`src/rtl/mrrc_pkg.sv`:
```
// Package for the Modbus RTU response checker.
// Holds the status codes, the inter-module structs and the CRC-16/MODBUS byte update.
// No dependencies.
package mrrc_pkg;

  localparam logic [15:0] CRC_INIT = 16'hFFFF;
  localparam logic [15:0] CRC_POLY = 16'hA001;

  localparam logic [7:0] FC_READ_HOLD  = 8'd3;
  localparam logic [7:0] FC_READ_INPUT = 8'd4;
  localparam logic [7:0] FC_WRITE_MULT = 8'd16;

  typedef enum logic [2:0] {
    ST_READ  = 3'd0,
    ST_WACK  = 3'd1,
    ST_OTHER = 3'd2,
    ST_CRC   = 3'd3,
    ST_SHORT = 3'd4,
    ST_LONG  = 3'd5,
    ST_COUNT = 3'd6
  } status_t;

  // accepted input beat, as seen by the state-holding modules
  typedef struct packed {
    logic       accept;
    logic [7:0] data_byte;
    logic       last_byte;
  } beat_t;

  // byte leaving the delay line into the CRC
  typedef struct packed {
    logic       en;
    logic [7:0] data;
  } crc_feed_t;

  // frame state after the current beat, for the end-of-frame verdict
  typedef struct packed {
    logic        overflow;
    logic        too_short;
    logic        count_over;
    logic [7:0]  func;
    logic [7:0]  tail0;
    logic [7:0]  tail1;
    logic [31:0] data_acc;
  } frame_info_t;

  // bitwise CRC-16/MODBUS over one byte, reflected
  function automatic logic [15:0] crc_byte(input logic [15:0] crc, input logic [7:0] b);
    logic [15:0] c;
    c = crc ^ {8'h00, b};
    for (int k = 0; k < 8; k++) begin
      c = c[0] ? ((c >> 1) ^ CRC_POLY) : (c >> 1);
    end
    return c;
  endfunction

endpackage

```
`src/rtl/mrrc_frame.sv`:
```
// Frame tracker: byte position, two-byte tail delay line, header fields, data assembly.
// Uses mrrc_pkg (beat, feed and frame info structs).
module mrrc_frame #(
  parameter int MAX_FRAME = 16
) (
  input  logic                  clk,
  input  logic                  rst_n,
  input  mrrc_pkg::beat_t       beat,
  output mrrc_pkg::crc_feed_t   feed,
  output mrrc_pkg::frame_info_t info
);

  localparam int PW = $clog2(MAX_FRAME + 2);
  localparam int CW = ((PW > 8) ? PW : 8) + 1;

  logic [PW-1:0] pos_r, pos_nxt;
  logic [7:0]    tail0_r, tail1_r;
  logic [7:0]    func_r, func_nxt;
  logic [7:0]    cnt_r, cnt_nxt;
  logic [31:0]   data_r, data_nxt;
  logic          ovf_r, ovf_nxt;
  logic [CW-1:0] pos_ext, len_ext, cnt_ext;
  logic          take;

  always_comb begin
    pos_ext  = CW'(pos_r);
    pos_nxt  = (pos_r < PW'(MAX_FRAME + 1)) ? pos_r + 1'b1 : pos_r;
    len_ext  = CW'(pos_nxt);
    ovf_nxt  = ovf_r | (len_ext > CW'(MAX_FRAME));
    func_nxt = (pos_r == PW'(1)) ? beat.data_byte : func_r;
    cnt_nxt  = (pos_r == PW'(2)) ? beat.data_byte : cnt_r;
    cnt_ext  = CW'(cnt_r);
    // data byte while inside the declared count
    take     = (pos_ext >= CW'(3)) && (pos_ext < cnt_ext + CW'(3));
    data_nxt = take ? {data_r[23:0], beat.data_byte} : data_r;

    feed.en   = (pos_r >= PW'(2));
    feed.data = tail0_r;

    info.overflow   = ovf_nxt;
    info.too_short  = (len_ext < CW'(6));
    info.count_over = (CW'(cnt_nxt) + CW'(5)) > len_ext;
    info.func       = func_nxt;
    info.tail0      = tail1_r;
    info.tail1      = beat.data_byte;
    info.data_acc   = data_nxt;
  end

  always_ff @(posedge clk) begin
    if (!rst_n) begin
      pos_r   <= '0;
      tail0_r <= '0;
      tail1_r <= '0;
      func_r  <= '0;
      cnt_r   <= '0;
      data_r  <= '0;
      ovf_r   <= 1'b0;
    end else if (beat.accept) begin
      if (beat.last_byte) begin
        pos_r   <= '0;
        tail0_r <= '0;
        tail1_r <= '0;
        func_r  <= '0;
        cnt_r   <= '0;
        data_r  <= '0;
        ovf_r   <= 1'b0;
      end else begin
        pos_r   <= pos_nxt;
        tail0_r <= tail1_r;
        tail1_r <= beat.data_byte;
        func_r  <= func_nxt;
        cnt_r   <= cnt_nxt;
        data_r  <= data_nxt;
        ovf_r   <= ovf_nxt;
      end
    end
  end

endmodule

```
`config.mk`:
```
export PLATFORM = sky130hd
export DESIGN_NAME = mrrc_frame
export DESIGN_NICKNAME = d
export VERILOG_FILES = /design/src/rtl/mrrc_pkg.sv /design/src/rtl/mrrc_frame.sv
export SDC_FILE = /design/constraint.sdc
export NUM_CORES = 1
export LEC_CHECK = 0
export ABC_AREA = 1
export BUFFER_PORTS_ARGS = -buffer_cell sky130_fd_sc_hd__buf_2
export CORE_UTILIZATION = 46
export CTS_CLUSTER_SIZE = 40
export DETAILED_ROUTE_END_ITERATION = 6
export PLACE_DENSITY = 0.69
export SLEW_MARGIN = 20
export SYNTH_ARGS = -nofsm -noshare
export SYNTH_HDL_FRONTEND = slang
export SYNTH_SLANG_ARGS = --single-unit
```
`constraint.sdc`:
```
create_clock -name clk -period 3.7 [get_ports clk]
set_input_delay 0.925 -clock clk [delete_from_list [all_inputs] [get_ports clk]]
set_output_delay 0.925 -clock clk [all_outputs]
set_load 0.02 [all_outputs]
```
# Yosys cells after proc, flatten, opt, wreduce, memory -nomap -nowiden
# Index checks and enable logic that the tools add are counted.
dict set report word_totals {
  ff_bits 70
  output_inout_bits 68
  elab_cells 32
}
dict set report classes {
  add_sub_neg 3
  order_cmp 7
  eq_ne 2
  n_mux 11
  n_bitwise 1
  n_reduce_logical 1
}
# cell n
set op_table {}
lappend op_table {{$mux W32} 2}
lappend op_table {{$mux W8} 6}
lappend op_table {{$ge A5 B2 Y1 const B} 2}
lappend op_table {{$mux W5} 2}
lappend op_table {{$add A8 B2 Y9 const B} 1}
lappend op_table {{$add A8 B3 Y9 const B} 1}
lappend op_table {{$gt A9 B5 Y1} 1}
lappend op_table {{$lt A5 B9 Y1} 1}
lappend op_table {{$add A5 B1 Y5 const B} 1}
lappend op_table {{$eq A5 B1 Y1 const B} 1}
lappend op_table {{$eq A5 B2 Y1 const B} 1}
lappend op_table {{$gt A5 B5 Y1 const B} 1}
lappend op_table {{$lt A5 B3 Y1 const B} 1}
lappend op_table {{$lt A5 B5 Y1 const B} 1}
lappend op_table {{$logic_and A1 B1 Y1} 1}
lappend op_table {{$mux W1} 1}
lappend op_table {{$or A1 B1 Y1} 1}

# Depth between registers and ports, before layout
# Gate-level depths: netlist of the first run.
dict set report logic_depth {
  depth_word 5
  mapped_depth 19
  ltp_nobuf 18
}

# Worst setup path after synthesis of the first run
# Ideal clock, no wire load.
dict set report synth_timing {
  kind {input-to-output}
  startpoint {input port beat[1] (netlist name)}
  endpoint {output port info[56] (netlist name)}
  t_arrival_ns 2.634
  path_slack_ns 0.141
  cell_stages 12
  cell_sequence {o21ai_1 -> inv_1 -> ha_1 -> xor2_1 -> ha_1 -> a21oi_1 -> o21a_1 -> o21ai_0 -> o21ai_0 -> nand2_1 -> a21oi_2 -> nand2_1}
}
# item line
set synth_lines {}
lappend synth_lines {{start: declaration} mrrc_frame.sv:8} ;# input mrrc_pkg::beat_t beat,
lappend synth_lines {{end: declaration} mrrc_frame.sv:10} ;# output mrrc_pkg::frame_info_t info

==> results.cfg, run 1 <==
[grt]
grt_usage = 0.237
use_met1 = 0.343
grt_pass1_wl_mm = 16.8
antenna_found_initial = 0
grt_overflow = 0
use_met3 = 0.0279
use_met2 = 0.360
grt_pass1_vias = 3496
gr-max-usage-layer = met2
grt_start_max_net_pins = 69

[outcome]
outcome = completed

[route]
vias = 4066
viasPerCell = 5.13
drc_errors = 0
wl_mm = 10.7
wl_per_cell_microns = 13.6
ant_nets = 0
first_pass_iters = 5
drt_iter0_markers = 275

[flow_run]
cap_violations = 0

[sta]
setup_violations = 0
max_clock_freq_mhz = 274
rsz0062_at_grt = true
layout_setup_ws_ns = 0.0455
worst_pin_slew_ns = 0.765
period_share = 0.988
skew_ns = 0.0109
period_needed_ns = 3.65
fin_hold_ws_ns = 0.465
maxSlewViolCount = 0
hold_violations = 0
relSlewSlack = 0.489

[floorplanning]
start_util = 0.482
io_pins = 80
core-area_sq_um = 8300
rows = 33
chipHeight_microns = 95.3
die_w_microns = 95.3
dieArea_sq_um = 9080

[pwr]
seqPwrFrac = 0.431
combPwrFrac = 0.096
p_sw_uw = 423
clkPwrFrac = 0.472
p_leak_uw = 0.00229
p_int_uw = 1350
worst_ir_drop_vdd_v = 0.000182
power_density_nw_per_um2 = 356
p_sw_frac = 0.239

[critical_path]
required_ns = 2.77
worstSetupPathType = flop to output pin
crit_path_end = info[56]
critPathLaunch = pos_r[4]$_SDFFE_PN0P_
worstPathArrival_ns = 2.73
worst-r2r-setup-slack_ns = 1.45
worst_r2r_startpoint = cnt_r[1]$_SDFFE_PN0P_
critPathLaunchType = flop
worstReg2RegEnd = data_r[21]$_SDFFE_PN0P_
end_kind = output pin
r2r_cells = 14
path_max_fanout = 5

[place]
io_buffer_count = 79
dp.cells = 764
dpl.hpwl_mm = 6.95
place_ws_ns = -0.00824
routabilityCongestion = 0.960

[cts]
insertion_delay_ns = 0.35
path_clk_slew_ns = 0.08
clockBufferDepth = 2
root_buffer = clkbuf_8
htree_levels = 3
cts_buffers = 9
cts_tree = yes
cts.sinks = 70

[logic_synthesis]
avgSynthCellArea_sq_um = 6.61
synth_cells = 606
syn-num-nets = 632
ys_seq_area_frac = 0.350
ys_ff_latch = 70
yosys.cell_types.count = 30
yosysWarningCount = 0
syn_area_sq_um = 4000

[layout]
multi_input_area_sq_um = 2210
drive_above_1_share = 0.235
ff_latch_area_sq_um = 1410
areaGrowthSynthToFinish_pct = 24.2
final_cells = 793
fillers = 769
diodes = 0
fin_util = 0.599
nets = 709

[hold_path]
min_path_type = flop to flop
## area by class of cell
class	instances	share of cell area
Clock buffer	11	0.0284
Inverter	68	0.0513
Multi-Input combinational cell	427	0.444
Tap cell	105	0.0264
Timing Repair Buffer	107	0.139
Sequential cell	70	0.284
Clock inverter	5	0.0259
## sequential cells by signal, summed over array words and instances, names as in the netlist
register	flops
tail0_r	8
func_r	8
cnt_r	8
data_r	32
ovf_r	1
pos_r	5
tail1_r	8
## placed cells by master, fill, tap and decap left out, types with 2 or more instances in the layout
| master | instances |
|---|---|
| o21ai_1 | 5 |
| o21ai_2 | 6 |
| o21ai_4 | 2 |
| buf_6 | 2 |
| buf_2 | 76 |
| and2_1 | 31 |
| nor2_1 | 13 |
| o21ai_0 | 11 |
| buf_4 | 24 |
| clkbuf_8 | 10 |
| dfxtp_4 | 2 |
| bufinv_16 | 4 |
| nand2_1 | 175 |
| dfxtp_2 | 4 |
| buf_12 | 3 |
| xor2_1 | 6 |
| dfxtp_1 | 64 |
| clkbuf_16 | 2 |
| ha_1 | 11 |
| nand2_4 | 3 |
| a21oi_1 | 74 |
| inv_2 | 8 |
| nand3_1 | 70 |
| nand2_2 | 2 |
| ha_4 | 2 |
| nor2_2 | 3 |
| inv_1 | 60 |
| a21oi_2 | 2 |
## power by group through the flow
stage / Clock, uW / Sequential, uW / Combinational [uW]
6_report: 837 / 764 / 171
5_1_grt: 884 / 765 / 186
4_1_cts: 855 / 764 / 165
3_5_place_dp: 0 / 783 / 161
3_3_place_gp: 0 / 783 / 159
2_1_floorplan: 0 / 788 / 103
## metal layers
| layer | wire (microns) | up-vias |
|---|---|---|
| met2 | 4910 | 109 |
| li1 | - | 2072 |
| met4 | 119 | 0 |
| met5 | 0 | - |
| met1 | 5180 | 1876 |
| met3 | 541 | 9 |
## worst max-delay path, stage by stage (launching register included)
cell and delay, ns:
dfxtp_4 0.36, nor3_4 0.22, nand2_4 0.12, o21ai_2 0.18
inv_2 0.07, ha_4 0.16, xor2_1 0.15, ha_1 0.32
a21oi_1 0.15, o21a_1 0.13, o21ai_1 0.05, o21ai_1 0.07
nand2_1 0.08, a21oi_2 0.10, nand2_1 0.08, buf_6 0.14
## metrics by stage
stage / total power, uW / instance area, sq um / TNS, ns
floorplan: 891 / 4000 / 0
global placement: 942 / 4480 / 0
finish: 1770 / 4970 / 0
global route: 1830 / 4970 / -0.281
detailed placement: 944 / 4480 / -0.00824
CTS: 1780 / 4810 / 0
## how the worst min path moves through the flow
stage / from / endpoint / cells after the start
CTS: tail0_r[1]$_SDFFE_PN0P_ / tail0_r[1]$_SDFFE_PN0P_ / 2
detailed placement: tail0_r[1]$_SDFFE_PN0P_ / tail0_r[1]$_SDFFE_PN0P_ / 2
global placement: tail0_r[5]$_SDFFE_PN0P_ / tail0_r[5]$_SDFFE_PN0P_ / 2
global route: tail0_r[0]$_SDFFE_PN0P_ / tail0_r[0]$_SDFFE_PN0P_ / 2
finish: tail0_r[1]$_SDFFE_PN0P_ / tail0_r[1]$_SDFFE_PN0P_ / 2
floorplan: data_r[0]$_SDFFE_PN0P_ / data_r[0]$_SDFFE_PN0P_ / 2
## synth_stat cells
cell type | n | area share
a211oi_1 | 1 | 0.0019
a21o_1 | 1 | 0.0019
a21oi_1 | 75 | 0.094
a21oi_2 | 1 | 0.0022
and2_1 | 32 | 0.050
buf_2 | 10 | 0.013
buf_4 | 9 | 0.017
buf_6 | 1 | 0.0028
clkbuf_1 | 21 | 0.020
clkinv_1 | 2 | 0.0019
dfxtp_1 | 70 | 0.35
ha_1 | 14 | 0.044
inv_1 | 64 | 0.060
inv_2 | 2 | 0.0019
nand2_1 | 175 | 0.16
nand2_2 | 4 | 0.0062
nand2_4 | 1 | 0.0028
nand3_1 | 70 | 0.088
nand3_2 | 1 | 0.0025
nor2_1 | 14 | 0.013
nor2_2 | 3 | 0.0047
nor3_1 | 1 | 0.0012
nor3_4 | 1 | 0.0041
o21a_1 | 1 | 0.0019
o21ai_0 | 14 | 0.018
o21ai_1 | 3 | 0.0037
o21ai_2 | 7 | 0.015
o22ai_1 | 1 | 0.0016
or2_2 | 1 | 0.0016
xor2_1 | 6 | 0.013
## what timing repair did
action                                  in CTS  in global routing
hold buffers                                 0                  0
gates resized for setup                     14                 17
cloned                                       0                  3
endpoints found under the setup margin      33                 33
pin swaps                                    6                  8
buffers inserted                             3                  7
## cell families after synthesis
| logic type | Yosys count | synth area share |
|---|---|---|
| adder cells (fa/ha/maj) | 14 | 0.0438 |
| AO/OA/AOI/OAI | 104 | 0.140 |
| XOR/XNOR | 6 | 0.0131 |
| buffers and inverters | 109 | 0.116 |
| AND/OR/NAND/NOR | 303 | 0.338 |
| flip-flops | 70 | 0.350 |
Power figures use the tool's default switching activity.
==> inputs of run 2 (changes only) <==
PLACE_DENSITY = 0.77   (was 0.69)
SLEW_MARGIN = default   (was 20)
==> results.cfg, run 2 (synthesized netlist as in run 1, its figures left out) <==
[outcome]
outcome = finished, violations left
violations = setup timing

[route]
wl_per_cell_microns = 14.0
dr_wl_met3_microns = 663
routed.top_layer = met4
first_pass_iters = 5
viasPerCell = 5.21
vias = 4153
dr_wl_met2_mm = 5.38
drt_iter0_markers = 305
m1WireLength_mm = 4.93
ant_nets = 0
drc_errors = 0
wl_mm = 11.2

[pwr]
p_sw_uw = 431
p_leak_uw = 0.00228
power_density_nw_per_um2 = 325
seqPwrFrac = 0.472
p_int_uw = 1190
worst_ir_drop_vdd_v = 0.000270
p_sw_frac = 0.267
clkPwrFrac = 0.422
combPwrFrac = 0.106

[layout]
top_register = data_r
diodes = 0
nets = 714
fin_util = 0.600
ff_latch_area_sq_um = 1410
final_cells = 797
fillers = 733
areaGrowthSynthToFinish_pct = 24.3
stdcell_area_sq_um = 4980
drive_above_1_share = 0.243
final_cell_mix = 173 x nand2_1, 77 x buf_2, 72 x a21oi_1
multi_input_area_sq_um = 2250
largest_register_ffs = 32
final_common_cell = nand2_1

[sta]
layout_setup_ws_ns = -0.0699
fin_hold_ws_ns = 0.466
maxSlewViolCount = 0
relSlewSlack = 0.497
period_share = 1.02
skew_ns = 0.00996
period_needed_ns = 3.77
hold_violations = 0
worst_pin_slew_ns = 0.754
setup_violations = 1
max_clock_freq_mhz = 265
rsz0062_at_grt = true

[critical_path]
crit_path_end = info[56]
required_ns = 2.77
critPathLaunch = pos_r[3]$_SDFFE_PN0P_
path_max_fanout = 6
worstSetupPathType = flop to output pin
worst_r2r_startpoint = cnt_r[0]$_SDFFE_PN0P_
worst-r2r-setup-slack_ns = 1.36
r2r_cells = 14
critPathLaunchType = flop
worstPathArrival_ns = 2.84
end_kind = output pin
worstReg2RegEnd = data_r[12]$_SDFFE_PN0P_

[floorplanning]
dieArea_sq_um = 9080
die_w_microns = 95.3
core-area_sq_um = 8300
io_pins = 80
start_util = 0.482
chipHeight_microns = 95.3
rows = 33

[cts]
path_clk_slew_ns = 0.08
htree_levels = 3
clockBufferDepth = 2
insertion_delay_ns = 0.35
cts_buffers = 9
root_buffer = clkbuf_8
cts_tree = yes
cts.sinks = 70

[hold_path]
min_path_type = flop to flop

[grt]
grt_pass1_vias = 3660
grt_usage = 0.245
grt_overflow = 0
grt_pass1_wl_mm = 17.4
grt_start_max_net_pins = 70
antenna_found_initial = 0

[place]
place_area_sq_um = 4470
routabilityCongestion = 0.825
place_ws_ns = -0.0870
io_buffer_count = 79
dpl.hpwl_mm = 7.07
dp.cells = 766

[flow_run]
cap_violations = 0
-- run 2: stage by stage --
step	setup TNS, ns	total power (uW)
final	-0.0699	1620
after global routing	-0.631	1670
after CTS	-0.0126	1610
after detailed placement	-0.0870	942
after global placement	0	940
after floorplan	0	891
-- run 2: critical path, cell delays in order (launching register included) --
cell and delay, ns:
dfxtp_4 0.37, nor3_4 0.24, nand2_4 0.12, o21ai_2 0.19
inv_2 0.07, ha_4 0.16, inv_2 0.05, nand2_1 0.05
nand2_1 0.08, xor2_1 0.18, ha_1 0.28, a21oi_2 0.12
o21ai_1 0.08, o21ai_1 0.09, nand2_1 0.08, a21oi_2 0.10
nand2_1 0.08, buf_6 0.14
-- run 2: power by group through the flow --
stage                     clock (uW)  combinational, uW  sequential, uW
final                            682                172             763
after floorplan                    0                103             788
after global routing             718                186             764
after detailed placement           0                159             783
after global placement             0                157             782
after CTS                        685                165             764
-- run 2: cell type report --
type,instances,share of cell area
clock inverters,6,0.0176
flip-flops and latches,70,0.284
well taps,105,0.0264
inverters,68,0.0513
repair buffers,111,0.144
multi-input cells,428,0.452
clock buffers,9,0.0249
-- run 2: what timing repair did --
| action | in CTS | in global routing |
|---|---|---|
| setup buffers | 3 | 10 |
| resized for setup | 16 | 24 |
| gates cloned | 0 | 3 |
| pin swaps | 8 | 11 |
| hold buffers | 0 | 0 |
| endpoints found under the setup margin | 13 | 33 |
-- run 2: how the worst min path moves through the flow --
stage               slack, ns                       to  cells after the start                    start
floorplan                0.45   data_r[0]$_SDFFE_PN0P_                      2   data_r[0]$_SDFFE_PN0P_
global placement         0.45  tail0_r[6]$_SDFFE_PN0P_                      2  tail0_r[6]$_SDFFE_PN0P_
detailed placement       0.46   func_r[3]$_SDFFE_PN0P_                      2   func_r[3]$_SDFFE_PN0P_
CTS                      0.47   func_r[3]$_SDFFE_PN0P_                      2   func_r[3]$_SDFFE_PN0P_
global route             0.49  data_r[13]$_SDFFE_PN0P_                      2  data_r[13]$_SDFFE_PN0P_
finish                   0.47   data_r[4]$_SDFFE_PN0P_                      2   data_r[4]$_SDFFE_PN0P_
-- run 2: metal layers --
layer	up-vias	GRT usage
met2	149	0.389
li1	2079	-
met4	0	0.0795
met3	20	0.0311
met5	-	0
met1	1905	0.341
